==> src/hmte_pkg.sv <==
// shared constants, types and pattern-match functions for the html text extractor
// no dependencies; imported by html_markup_text_extractor
package hmte_pkg;

	localparam int unsigned NestDepthDef = 16;
	localparam int unsigned TagKeep      = 8;
	localparam int unsigned EntKeep      = 6;
	localparam int unsigned OutDepth     = 4;
	localparam logic [2:0]  EntLong      = 3'd7;

	localparam logic [7:0] ChLt      = 8'h3C;
	localparam logic [7:0] ChGt      = 8'h3E;
	localparam logic [7:0] ChAmp     = 8'h26;
	localparam logic [7:0] ChSemi    = 8'h3B;
	localparam logic [7:0] ChSpace   = 8'h20;
	localparam logic [7:0] ChNewline = 8'h0A;

	typedef enum logic [3:0] {
		MODE_NORMAL = 4'b0001,
		MODE_TAG    = 4'b0010,
		MODE_ENTITY = 4'b0100,
		MODE_SPACES = 4'b1000
	} mode_t;

	typedef logic [TagKeep-1:0][7:0] tag_chars_t;
	typedef logic [EntKeep-1:0][7:0] ent_chars_t;

	typedef struct packed {
		logic [7:0]  ch;
		logic [31:0] off;
		logic        last;
		logic        ovf;
	} res_t;

	function automatic logic is_ws(input logic [7:0] c);
		return (c == 8'h20) || (c >= 8'h09 && c <= 8'h0D);
	endfunction

	function automatic logic is_alnum(input logic [7:0] c);
		return (c >= 8'h30 && c <= 8'h39) || (c >= 8'h61 && c <= 8'h7A) ||
			(c >= 8'h41 && c <= 8'h5A);
	endfunction

	// lower case letters to upper case
	function automatic logic [7:0] fold(input logic [7:0] c);
		return (c >= 8'h61 && c <= 8'h7A) ? (c - 8'd32) : c;
	endfunction

	// pattern is upper case, first character in the highest used byte
	function automatic logic tag_is(input tag_chars_t tc, input logic [3:0] cnt,
		input logic [55:0] pat, input int len);
		logic ok;
		int   idx;
		ok = (cnt >= 4'(len));
		for (int j = 0; j < 7; j++) begin
			idx = (j < len) ? 8 * (len - 1 - j) : 0;
			if (j < len && fold(tc[3'(j)]) != pat[idx +: 8])
				ok = 1'b0;
		end
		return ok && ((cnt == 4'(len)) || is_ws(tc[3'(len)]));
	endfunction

	// tags that break a block of text
	function automatic logic block_tag_hit(input tag_chars_t tc, input logic [3:0] cnt);
		return tag_is(tc, cnt, "LI", 2)     | tag_is(tc, cnt, "/LI", 3)    |
			tag_is(tc, cnt, "UL", 2)     | tag_is(tc, cnt, "/UL", 3)    |
			tag_is(tc, cnt, "DL", 2)     | tag_is(tc, cnt, "/DL", 3)    |
			tag_is(tc, cnt, "DT", 2)     | tag_is(tc, cnt, "/DT", 3)    |
			tag_is(tc, cnt, "/P", 2)     | tag_is(tc, cnt, "TITLE", 5)  |
			tag_is(tc, cnt, "/TITLE", 6) | tag_is(tc, cnt, "TABLE", 5)  |
			tag_is(tc, cnt, "/TABLE", 6) | tag_is(tc, cnt, "TR", 2)     |
			tag_is(tc, cnt, "/TR", 3)    | tag_is(tc, cnt, "TD", 2)     |
			tag_is(tc, cnt, "/TD", 3)    | tag_is(tc, cnt, "H1", 2)     |
			tag_is(tc, cnt, "/H1", 3)    | tag_is(tc, cnt, "H2", 2)     |
			tag_is(tc, cnt, "/H2", 3)    | tag_is(tc, cnt, "H3", 2)     |
			tag_is(tc, cnt, "/H3", 3);
	endfunction

	// exact, case-sensitive name compare
	function automatic logic ent_is(input ent_chars_t ec, input logic [2:0] cnt,
		input logic [47:0] pat, input int len);
		logic ok;
		int   idx;
		ok = (cnt == 3'(len));
		for (int j = 0; j < 6; j++) begin
			idx = (j < len) ? 8 * (len - 1 - j) : 0;
			if (j < len && ec[3'(j)] != pat[idx +: 8])
				ok = 1'b0;
		end
		return ok;
	endfunction

	// hit flag in the top bit, decoded byte below
	function automatic logic [8:0] ent_decode(input ent_chars_t ec, input logic [2:0] cnt);
		logic [8:0] r;
		r = '0;
		if (ent_is(ec, cnt, "amp", 3))         r = {1'b1, 8'h26};
		else if (ent_is(ec, cnt, "lt", 2))     r = {1'b1, 8'h3C};
		else if (ent_is(ec, cnt, "gt", 2))     r = {1'b1, 8'h3E};
		else if (ent_is(ec, cnt, "nbsp", 4))   r = {1'b1, 8'h20};
		else if (ent_is(ec, cnt, "ouml", 4))   r = {1'b1, 8'hF6};
		else if (ent_is(ec, cnt, "auml", 4))   r = {1'b1, 8'hE4};
		else if (ent_is(ec, cnt, "uuml", 4))   r = {1'b1, 8'hFC};
		else if (ent_is(ec, cnt, "Ouml", 4))   r = {1'b1, 8'hD6};
		else if (ent_is(ec, cnt, "Auml", 4))   r = {1'b1, 8'hC4};
		else if (ent_is(ec, cnt, "Uuml", 4))   r = {1'b1, 8'hDC};
		else if (ent_is(ec, cnt, "szlig", 5))  r = {1'b1, 8'hDF};
		else if (ent_is(ec, cnt, "agrave", 6)) r = {1'b1, 8'hE0};
		else if (ent_is(ec, cnt, "egrave", 6)) r = {1'b1, 8'hE8};
		else if (ent_is(ec, cnt, "eacute", 6)) r = {1'b1, 8'hE9};
		return r;
	endfunction

endpackage

==> src/html_markup_text_extractor.sv <==
// html to plain text extractor: one byte in, up to two text bytes out
// depends on hmte_pkg (constants, mode type, tag and entity matchers)
//
//  channel | handshake          | payload
//  --------+--------------------+--------------------------------------------
//  input   | in_valid/in_ready  | in_byte, doc_last
//  output  | out_valid/out_ready| out_char, src_offset, run_last, nest_overflow
//
// one byte is taken every cycle while the four-entry result queue has room for two
// results; a byte is registered in the input register, then parsed once the queue has
// room, and its results land in the queue, from which the first result is offered.
// a byte that gives two results fills two queue places; the queue depth sets how
// long the output may stall before in_ready drops.
// arst_n clears the parser state and the queue; the nesting stack has no reset and
// is only read below its current depth.
module html_markup_text_extractor #(
	parameter int unsigned NEST_DEPTH = hmte_pkg::NestDepthDef
) (
	input  logic        clk,
	input  logic        arst_n,
	input  logic        in_valid,
	output logic        in_ready,
	input  logic [7:0]  in_byte,
	input  logic        doc_last,
	output logic        out_valid,
	input  logic        out_ready,
	output logic [7:0]  out_char,
	output logic [31:0] src_offset,
	output logic        run_last,
	output logic        nest_overflow
);
	import hmte_pkg::*;

	localparam int unsigned DepW = $clog2(NEST_DEPTH + 1);
	localparam int unsigned IdxW = (NEST_DEPTH > 1) ? $clog2(NEST_DEPTH) : 1;

	// input register
	logic       v_s1;
	logic [7:0] byte_s1;
	logic       last_s1;
	logic       go;

	// parser state
	mode_t          mode_q, mode_d;
	tag_chars_t     tchars_q, tchars_d;
	logic [3:0]     tcnt_q, tcnt_d;
	logic           tlead_q, tlead_d;
	ent_chars_t     echars_q, echars_d;
	logic [2:0]     ecnt_q, ecnt_d;
	logic [DepW-1:0] depth_q, depth_d;
	logic [31:0]    bpos_q, mstart_q, mstart_d;
	logic           ovf_q;
	logic           top_q;

	// suppression stack: kind 1 for script, 0 for xml
	logic stack_mem [NEST_DEPTH];

	// result queue
	res_t       q_mem [OutDepth];
	logic [1:0] wp_q, rp_q;
	logic [2:0] cnt_q;
	logic       pop_o;

	// per-byte decode
	logic       ws_c, depth_zero;
	logic       nrm_emit, nrm_tag, nrm_ent;
	logic [7:0] nrm_char;
	mode_t      nrm_mode;
	logic       br_hit, xml_hit, script_hit, close_hit, blk_hit;
	logic [8:0] ent_res;
	logic       push, push_kind, push_ok, pop, ovf_set, again;
	logic [1:0] n_res;
	logic [7:0] rc [2];
	logic [31:0] ro [2];
	logic [DepW-1:0] dm1;
	res_t       r0, r1;

	assign go       = v_s1 && (cnt_q <= 3'd2);
	assign in_ready = !v_s1 || go;

	always_ff @(posedge clk or negedge arst_n) begin
		if (!arst_n) begin
			v_s1 <= 1'b0;
		end else if (in_valid && in_ready) begin
			v_s1 <= 1'b1;
		end else if (go) begin
			v_s1 <= 1'b0;
		end
	end

	always_ff @(posedge clk) begin
		if (in_valid && in_ready) begin
			byte_s1 <= in_byte;
			last_s1 <= doc_last;
		end
	end

	assign ws_c       = is_ws(byte_s1);
	assign depth_zero = (depth_q == '0);

	// tag and entity matchers against the stored name
	assign br_hit     = tag_is(tchars_q, tcnt_q, "BR", 2);
	assign xml_hit    = tag_is(tchars_q, tcnt_q, "XML", 3);
	assign script_hit = tag_is(tchars_q, tcnt_q, "SCRIPT", 6);
	assign close_hit  = top_q ? tag_is(tchars_q, tcnt_q, "/SCRIPT", 7)
		: tag_is(tchars_q, tcnt_q, "/XML", 4);
	assign blk_hit    = block_tag_hit(tchars_q, tcnt_q);
	assign ent_res    = ent_decode(echars_q, ecnt_q);

	// what a byte does in normal mode, used first-hand and for a re-read byte
	always_comb begin
		nrm_emit = 1'b0;
		nrm_char = byte_s1;
		nrm_mode = MODE_NORMAL;
		nrm_tag  = 1'b0;
		nrm_ent  = 1'b0;
		if (ws_c) begin
			nrm_emit = depth_zero;
			nrm_char = ChSpace;
			nrm_mode = MODE_SPACES;
		end else if (byte_s1 == ChLt) begin
			nrm_mode = MODE_TAG;
			nrm_tag  = 1'b1;
		end else if (byte_s1 == ChAmp) begin
			nrm_mode = MODE_ENTITY;
			nrm_ent  = 1'b1;
		end else begin
			nrm_emit = depth_zero;
		end
	end

	// main step
	always_comb begin
		mode_d    = mode_q;
		tchars_d  = tchars_q;
		tcnt_d    = tcnt_q;
		tlead_d   = tlead_q;
		echars_d  = echars_q;
		ecnt_d    = ecnt_q;
		mstart_d  = mstart_q;
		push      = 1'b0;
		push_kind = 1'b0;
		pop       = 1'b0;
		again     = 1'b0;
		n_res     = 2'd0;
		rc[0]     = '0;
		rc[1]     = '0;
		ro[0]     = '0;
		ro[1]     = '0;

		case (mode_q)
			MODE_NORMAL: begin
				if (nrm_emit) begin
					rc[0] = nrm_char;
					ro[0] = bpos_q;
					n_res = 2'd1;
				end
				mode_d = nrm_mode;
				if (nrm_tag) begin
					mstart_d = bpos_q;
					tcnt_d   = '0;
					tlead_d  = 1'b0;
				end
				if (nrm_ent) begin
					mstart_d = bpos_q;
					ecnt_d   = '0;
				end
			end
			MODE_TAG: begin
				if (byte_s1 == ChGt) begin
					mode_d = MODE_NORMAL;
					if (br_hit) begin
						if (depth_zero) begin
							rc[0] = ChNewline;
							ro[0] = mstart_q;
							n_res = 2'd1;
						end
						mode_d = MODE_SPACES;
					end else if (xml_hit) begin
						push = 1'b1;
					end else if (script_hit) begin
						push      = 1'b1;
						push_kind = 1'b1;
					end else if (!depth_zero && close_hit) begin
						pop = 1'b1;
					end else if (blk_hit) begin
						if (depth_zero) begin
							rc[0] = ChNewline;
							ro[0] = mstart_q;
							rc[1] = ChNewline;
							ro[1] = bpos_q;
							n_res = 2'd2;
						end
						mode_d = MODE_SPACES;
					end
				end else if (tlead_q || !ws_c) begin
					// leading whitespace of the tag is skipped
					tlead_d = 1'b1;
					if (tcnt_q < 4'(TagKeep)) begin
						tchars_d[tcnt_q[2:0]] = byte_s1;
						tcnt_d = tcnt_q + 4'd1;
					end
				end
			end
			MODE_ENTITY: begin
				if (is_alnum(byte_s1)) begin
					if (ecnt_q < 3'(EntKeep))
						echars_d[ecnt_q] = byte_s1;
					if (ecnt_q < EntLong)
						ecnt_d = ecnt_q + 3'd1;
				end else begin
					again  = (byte_s1 != ChSemi);
					mode_d = MODE_NORMAL;
					if (depth_zero && ent_res[8]) begin
						rc[0] = ent_res[7:0];
						ro[0] = mstart_q;
						n_res = 2'd1;
					end
				end
			end
			MODE_SPACES: begin
				if (!ws_c) begin
					mode_d = MODE_NORMAL;
					again  = 1'b1;
				end
			end
			default: begin
				mode_d = MODE_NORMAL;
			end
		endcase

		// a byte ending a space run or a ';'-less entity is read again, unless it ends the document
		if (again && !last_s1) begin
			if (nrm_emit) begin
				rc[n_res[0]] = nrm_char;
				ro[n_res[0]] = bpos_q;
				n_res = n_res + 2'd1;
			end
			mode_d = nrm_mode;
			if (nrm_tag) begin
				mstart_d = bpos_q;
				tcnt_d   = '0;
				tlead_d  = 1'b0;
			end
			if (nrm_ent) begin
				mstart_d = bpos_q;
				ecnt_d   = '0;
			end
		end
	end

	// stack push saturates at the full depth and raises the sticky flag
	assign push_ok = push && (depth_q != DepW'(NEST_DEPTH));
	assign ovf_set = push && !push_ok;
	assign depth_d = push_ok ? depth_q + 1'b1 : (pop ? depth_q - 1'b1 : depth_q);
	assign dm1     = depth_d - 1'b1;

	always_ff @(posedge clk or negedge arst_n) begin
		if (!arst_n) begin
			mode_q   <= MODE_NORMAL;
			tcnt_q   <= '0;
			tlead_q  <= 1'b0;
			ecnt_q   <= '0;
			depth_q  <= '0;
			bpos_q   <= '0;
			mstart_q <= '0;
			ovf_q    <= 1'b0;
		end else if (go) begin
			if (last_s1) begin
				// end of document: back to the reset state
				mode_q   <= MODE_NORMAL;
				tcnt_q   <= '0;
				tlead_q  <= 1'b0;
				ecnt_q   <= '0;
				depth_q  <= '0;
				bpos_q   <= '0;
				mstart_q <= '0;
				ovf_q    <= 1'b0;
			end else begin
				mode_q   <= mode_d;
				tcnt_q   <= tcnt_d;
				tlead_q  <= tlead_d;
				ecnt_q   <= ecnt_d;
				depth_q  <= depth_d;
				bpos_q   <= bpos_q + 32'd1;
				mstart_q <= mstart_d;
				ovf_q    <= ovf_q | ovf_set;
			end
		end
	end

	// name buffers, only read below their counts
	always_ff @(posedge clk) begin
		if (go) begin
			tchars_q <= tchars_d;
			echars_q <= echars_d;
		end
	end

	// stack memory with a registered top-of-stack read, push value bypassed
	always_ff @(posedge clk) begin
		if (go) begin
			if (push_ok)
				stack_mem[depth_q[IdxW-1:0]] <= push_kind;
			if (push_ok)
				top_q <= push_kind;
			else
				top_q <= stack_mem[dm1[IdxW-1:0]];
		end
	end

	// results of this byte; the flag shows the state after this byte
	always_comb begin
		r0.ch   = rc[0];
		r0.off  = ro[0];
		r0.last = (n_res == 2'd1);
		r0.ovf  = ovf_q | ovf_set;
		r1.ch   = rc[1];
		r1.off  = ro[1];
		r1.last = 1'b1;
		r1.ovf  = ovf_q | ovf_set;
	end

	assign out_valid = (cnt_q != 3'd0);
	assign pop_o     = out_valid && out_ready;

	always_ff @(posedge clk) begin
		if (go && n_res != 2'd0)
			q_mem[wp_q] <= r0;
		if (go && n_res == 2'd2)
			q_mem[wp_q + 2'd1] <= r1;
	end

	always_ff @(posedge clk or negedge arst_n) begin
		if (!arst_n) begin
			wp_q  <= '0;
			rp_q  <= '0;
			cnt_q <= '0;
		end else begin
			wp_q  <= wp_q + (go ? n_res : 2'd0);
			rp_q  <= rp_q + {1'b0, pop_o};
			cnt_q <= cnt_q + (go ? {1'b0, n_res} : 3'd0) - {2'b0, pop_o};
		end
	end

	assign out_char      = q_mem[rp_q].ch;
	assign src_offset    = q_mem[rp_q].off;
	assign run_last      = q_mem[rp_q].last;
	assign nest_overflow = q_mem[rp_q].ovf;

	// queue never holds more than its depth
	a_queue_bound: assert property (@(posedge clk) disable iff (!arst_n)
		cnt_q <= 3'(OutDepth))
		else $error("result queue over its depth");

	// stack depth saturates at the configured nesting depth
	a_depth_bound: assert property (@(posedge clk) disable iff (!arst_n)
		depth_q <= DepW'(NEST_DEPTH))
		else $error("suppression depth beyond the stack");

	// the last byte of a document leaves the parser in its reset state
	a_doc_clear: assert property (@(posedge clk) disable iff (!arst_n)
		go && last_s1 |=> (depth_q == '0) && (bpos_q == '0) && (mode_q == MODE_NORMAL)
			&& !ovf_q)
		else $error("state not cleared after end of document");

	// a byte is only parsed when two queue places are free
	a_room: assert property (@(posedge clk) disable iff (!arst_n)
		go && (n_res == 2'd2) |=> cnt_q >= 3'd1)
		else $error("two results lost from the queue");

endmodule

==> config.mk <==
export PLATFORM = sky130hd
export DESIGN_NAME = html_markup_text_extractor
export DESIGN_NICKNAME = d
export VERILOG_FILES = /design/src/hmte_pkg.sv /design/src/html_markup_text_extractor.sv
export SDC_FILE = /design/constraint.sdc
export NUM_CORES = 1
export LEC_CHECK = 0
export ABC_AREA = 1
export BUFFER_PORTS_ARGS = -buffer_cell sky130_fd_sc_hd__buf_4
export CORE_ASPECT_RATIO = 0.5
export CORE_UTILIZATION = 55
export CTS_CLUSTER_DIAMETER = 200
export DETAILED_ROUTE_END_ITERATION = 7
export PLACE_DENSITY = 0.72
export SETUP_SLACK_MARGIN = 0.02
export SYNTH_ARGS = -nofsm -noshare
export SYNTH_HDL_FRONTEND = slang
export SYNTH_SLANG_ARGS = --single-unit
==> constraint.sdc <==
create_clock -name clk -period 6.5 [get_ports clk]
set_input_delay 0.325 -clock clk [delete_from_list [all_inputs] [get_ports clk]]
set_output_delay 0.325 -clock clk [all_outputs]
set_load 0.01 [all_outputs]
==> impl_metrics.toml <==
[yosys]
number_of_flops_mapped_to_enable_cells_by_yosys = 254
synth_adder_area_share_pct = 1.79
synth.net_count = 2655
ys_top_cells_by_area = "sky130_fd_sc_hd__edfxtp_1 37%, sky130_fd_sc_hd__dfrtp_1 11%, sky130_fd_sc_hd__nand2_1 9.3%"
synth_cell_type_count = 61
largest_family_of_logic_cells_by_synthesized_area = "simple AND/OR/NAND/NOR gates"
synth-main-ff-cell = "sky130_fd_sc_hd__edfxtp_1"
synth_top_area_cell = "sky130_fd_sc_hd__edfxtp_1"
syn_std_cell_area_mm2 = 0.0207
post_synth_mux_area_share_pct = 0
netlist_instances = 2613
post-synth-top-area-fraction_pct = 36.9
synth-simple-area-share_pct = 27.6
yosysWarningCount = 0
synth-compound-area-share_pct = 14.3
synth.avg_cell_area_um2 = 7.91
postSynth.asyncResetShare_pct = 25.9
yosys.area_share.xor_xnor_pct = 0.381
ys_seq_area_share_pct = 48.2
postSynthRegisterBits = 348

[grt]
first_pass_grt_wire_length_um = 95500
global_route.usage.total_pct = 31.5
via_count_of_the_first_global_routing_pass = 17400
initial_antenna_violation_count = 0
grt_start_max_net_pins = 87
grt_overflow = 0

[clock_network]
clkSlewWorstSetupHoldPaths_ps = 70
cts_tree = "built"
worst_skew_pair.late_latency_ps = 620
clockBufferDepth = 3
cts_bufs_inserted = 31
cts.sink_count = 348
buffers_inserted_during_post_cts_setup_optimization = 0
ctsHtreeMaxLevel = 1
cts.root.buffer_cell = "sky130_fd_sc_hd__clkbuf_16"

[final_layout]
most-common-layout-cells = "505 x sky130_fd_sc_hd__nand2_1, 382 x sky130_fd_sc_hd__nor2_1, 254 x sky130_fd_sc_hd__edfxtp_1"
antenna_cells = 0
fraction_of_final_layout_cells_with_drive_strength_greater_than_1_pct = 9.58
post_layout_instance_count_excluding_filler_cells = 3125
final_nets = 2658
mostFrequentLayoutCell = "sky130_fd_sc_hd__nand2_1"
area.sequential_mm2 = 0.00996
area_occupied_by_multi_input_gates_mm2 = 0.00916
finish.utilization_pct = 62.2
area.growth.synth_to_final_pct = 9.74
n_fill_cell = 3131

[critical_path]
path_max_fanout = 53
bufs_and_invs_on_worst_path = 6
endpoint_kind = "register"
cp_cell_sequence = "nand2_2 -> nor4_4 -> nor2_2 -> inv_2 -> nor2_1 -> inv_2 -> nor2_4 -> inv_2 -> nand2_2 -> nor2_4 -> nor2_2 -> inv_2 -> nand2_4 -> nand2_4 -> inv_2 -> nand2_2 -> buf_4 -> nand2_1 -> o22ai_1"
critical_path_arrival_ps = 5270
most_used_cell_along_the_critical_path = "sky130_fd_sc_hd__inv_2"
worst_path_dominant_cell_family = "simple AND/OR/NAND/NOR gates"
critPathSlowestCell = "sky130_fd_sc_hd__edfxtp_1"
critical_path.startpoint_type = "register"
worst_path_largest_cell_delay_ps = 750
timing.critical_path.required_ps = 6960
criticalPathCategory = "reg -> reg"

[timing]
slew_violations = 0
min_period_ps = 4810
worst-slew-pin-transition_ps = 1240
setup_viol = 0
hold_viol = 0
relSlewSlack_pct = 17.0
setup_repair_after_global_routing_missed_its_margin = "false"
fmax_mhz = 208
fin_crit_sh_pct = 74.0
fin_skew_ps = 32.7
setup_tns_ps = 0

[power_and_ir_drop]
pwr-share-seq_pct = 37.4
cell_internal_pwr_mw = 4.82
power_switching_mw = 2.99
combinational_share_of_power_pct = 34.5
max-vdd-ir-drop_mv = 0.266
swShare_pct = 38.3
post-layout-total-power_mw = 7.82
clock_power_share_pct = 28.2
power.leakage_nw = 9.48
power_density_mw_per_mm2 = 345

[run_status]
status = "complete, no violations"

[floorplan]
die_area_mm2 = 0.0384
core_area_mm2 = 0.0365
die_width_um = 276
io_pins = 57
dieHeight_um = 139
floorplan.rows = 49
start_util_pct = 56.7

[drt]
wl_per_cell_um = 19.6
drc = 0
route.vias.total = 19000
route.final.wire_length_um = 61100
antenna_violating_nets_post_route = 0
drt_pass1_iterations = 7
vias_per_cell = 6.07
first_iter_violations = 2643

[worst_hold_path]
worstHoldPathType = "in -> async"

[placed_design]
placed_cells_incl_taps = 3056
placement.io_buffers = 56
detailedPlacementHpwl_um = 40200
globalplace.congestion = 0.963

[flow_run]
maxCapViolations = 0
timing repair:
action                    4_1_cts  5_1_grt
hold endpoints to repair       22        0
hold buffers                   11        0
resized for setup               0        0
kinds of logic (layout without fill, tap and decap cells):
kind of cell / Yosys count / count (layout)
simple gates: 1302 / 1302
fa+ha+maj: 29 / 29
flops: 348 / 348
buf+inv: 379 / 407
compound gates: 546 / 546
xor+xnor: 9 / 9
sequential cells by signal (all words and copies together) (netlist names):
register and flops:
rp_q 2, echars_q 32, tchars_q 32, wp_q 2, stack_mem 16, mstart_q 32, depth_q 5, mode_q 4
cnt_q 3, byte_s1 8, v_s1 1, q_mem 168, bpos_q 32, top_q 1, ecnt_q 3, tcnt_q 4
ovf_q 1, last_s1 1, tlead_q 1
worst register-to-register path: cells and delay by family (launching register included):
kind	cells	cell delay [ps]
simple gates	12	2520
buf+inv	6	1250
flops	1	750
compound gates	1	150
final cells by class:
type                    count  area share (%)
multi-input cells        1886            40.4
well taps                 484            2.67
flip-flops and latches    348            43.9
clock inverters            19            1.35
clock buffers              39            4.01
repair buffers            100            3.54
inverters                 249            4.13
stage by stage:
step	instance area (um^2)	hold WS [ps]	worst slack [ps]
global route	22700	88.1	1370
global placement	21400	188	1920
floorplan	20700	29.4	2670
detailed placement	21400	191	1850
finish	22700	90.0	1690
CTS	22700	78.4	1810
synth_stat cells (2+ instances only):
library cell	number
sky130_fd_sc_hd__a211oi_1	7
sky130_fd_sc_hd__a21boi_1	2
sky130_fd_sc_hd__a21oi_1	208
sky130_fd_sc_hd__a22oi_1	2
sky130_fd_sc_hd__a31oi_1	3
sky130_fd_sc_hd__a32o_1	2
sky130_fd_sc_hd__and3_1	2
sky130_fd_sc_hd__buf_2	29
sky130_fd_sc_hd__buf_4	23
sky130_fd_sc_hd__buf_8	2
sky130_fd_sc_hd__clkbuf_1	73
sky130_fd_sc_hd__clkinv_1	3
sky130_fd_sc_hd__dfrtp_1	89
sky130_fd_sc_hd__dfxtp_1	4
sky130_fd_sc_hd__edfxtp_1	254
sky130_fd_sc_hd__ha_1	28
sky130_fd_sc_hd__inv_1	224
sky130_fd_sc_hd__inv_2	21
sky130_fd_sc_hd__nand2_1	511
sky130_fd_sc_hd__nand2_2	18
sky130_fd_sc_hd__nand2_4	6
sky130_fd_sc_hd__nand3_1	232
sky130_fd_sc_hd__nand3_2	4
sky130_fd_sc_hd__nand3b_1	6
sky130_fd_sc_hd__nand4_1	22
sky130_fd_sc_hd__nor2_1	385
sky130_fd_sc_hd__nor2_2	25
sky130_fd_sc_hd__nor2_4	10
sky130_fd_sc_hd__nor3_1	56
sky130_fd_sc_hd__nor3_2	3
sky130_fd_sc_hd__nor3b_1	2
sky130_fd_sc_hd__nor4_1	13
sky130_fd_sc_hd__o2111ai_1	3
sky130_fd_sc_hd__o211ai_1	9
sky130_fd_sc_hd__o21a_1	2
sky130_fd_sc_hd__o21ai_0	196
sky130_fd_sc_hd__o21ai_1	13
sky130_fd_sc_hd__o22ai_1	86
sky130_fd_sc_hd__o31ai_1	5
sky130_fd_sc_hd__or2_2	2
sky130_fd_sc_hd__xor2_1	8
power groups by stage:
stage | sequential (mW) | combinational [mW] | clock (mW)
4_1_cts | 2.92 | 2.65 | 2.20
3_3_place_gp | 2.96 | 2.61 | 0
6_report | 2.92 | 2.69 | 2.20
2_1_floorplan | 2.90 | 1.72 | 0
3_5_place_dp | 2.97 | 2.63 | 0
5_1_grt | 2.95 | 2.90 | 2.29
final timing paths:
kind / slack [ps] / from / end / cells after the start
worst min-delay path: 90 / arst_n / rp_q[1] / 2
max in group asynchronous: 5090 / arst_n / bpos_q[14] / 3
worst max-delay path: 1690 / byte_s1[2] / q_mem[3][23] / 19
worst max register to register: 1690 / byte_s1[2] / q_mem[3][23] / 19
worst min register to register: 480 / q_mem[1][1] / q_mem[1][1] / 2
min in group clk: 290 / out_ready / rp_q[0] / 3
routing by layer:
layer  up-vias  wire, um  global-route usage [%]
met5         -         0                       0
met4         0      1580                    9.44
met3       131      7200                    8.00
met2      1078     25700                    46.6
met1      8853     26600                    45.6
li1       8901         -                       -
No activity file was read; power rests on OpenSTA's default activity.
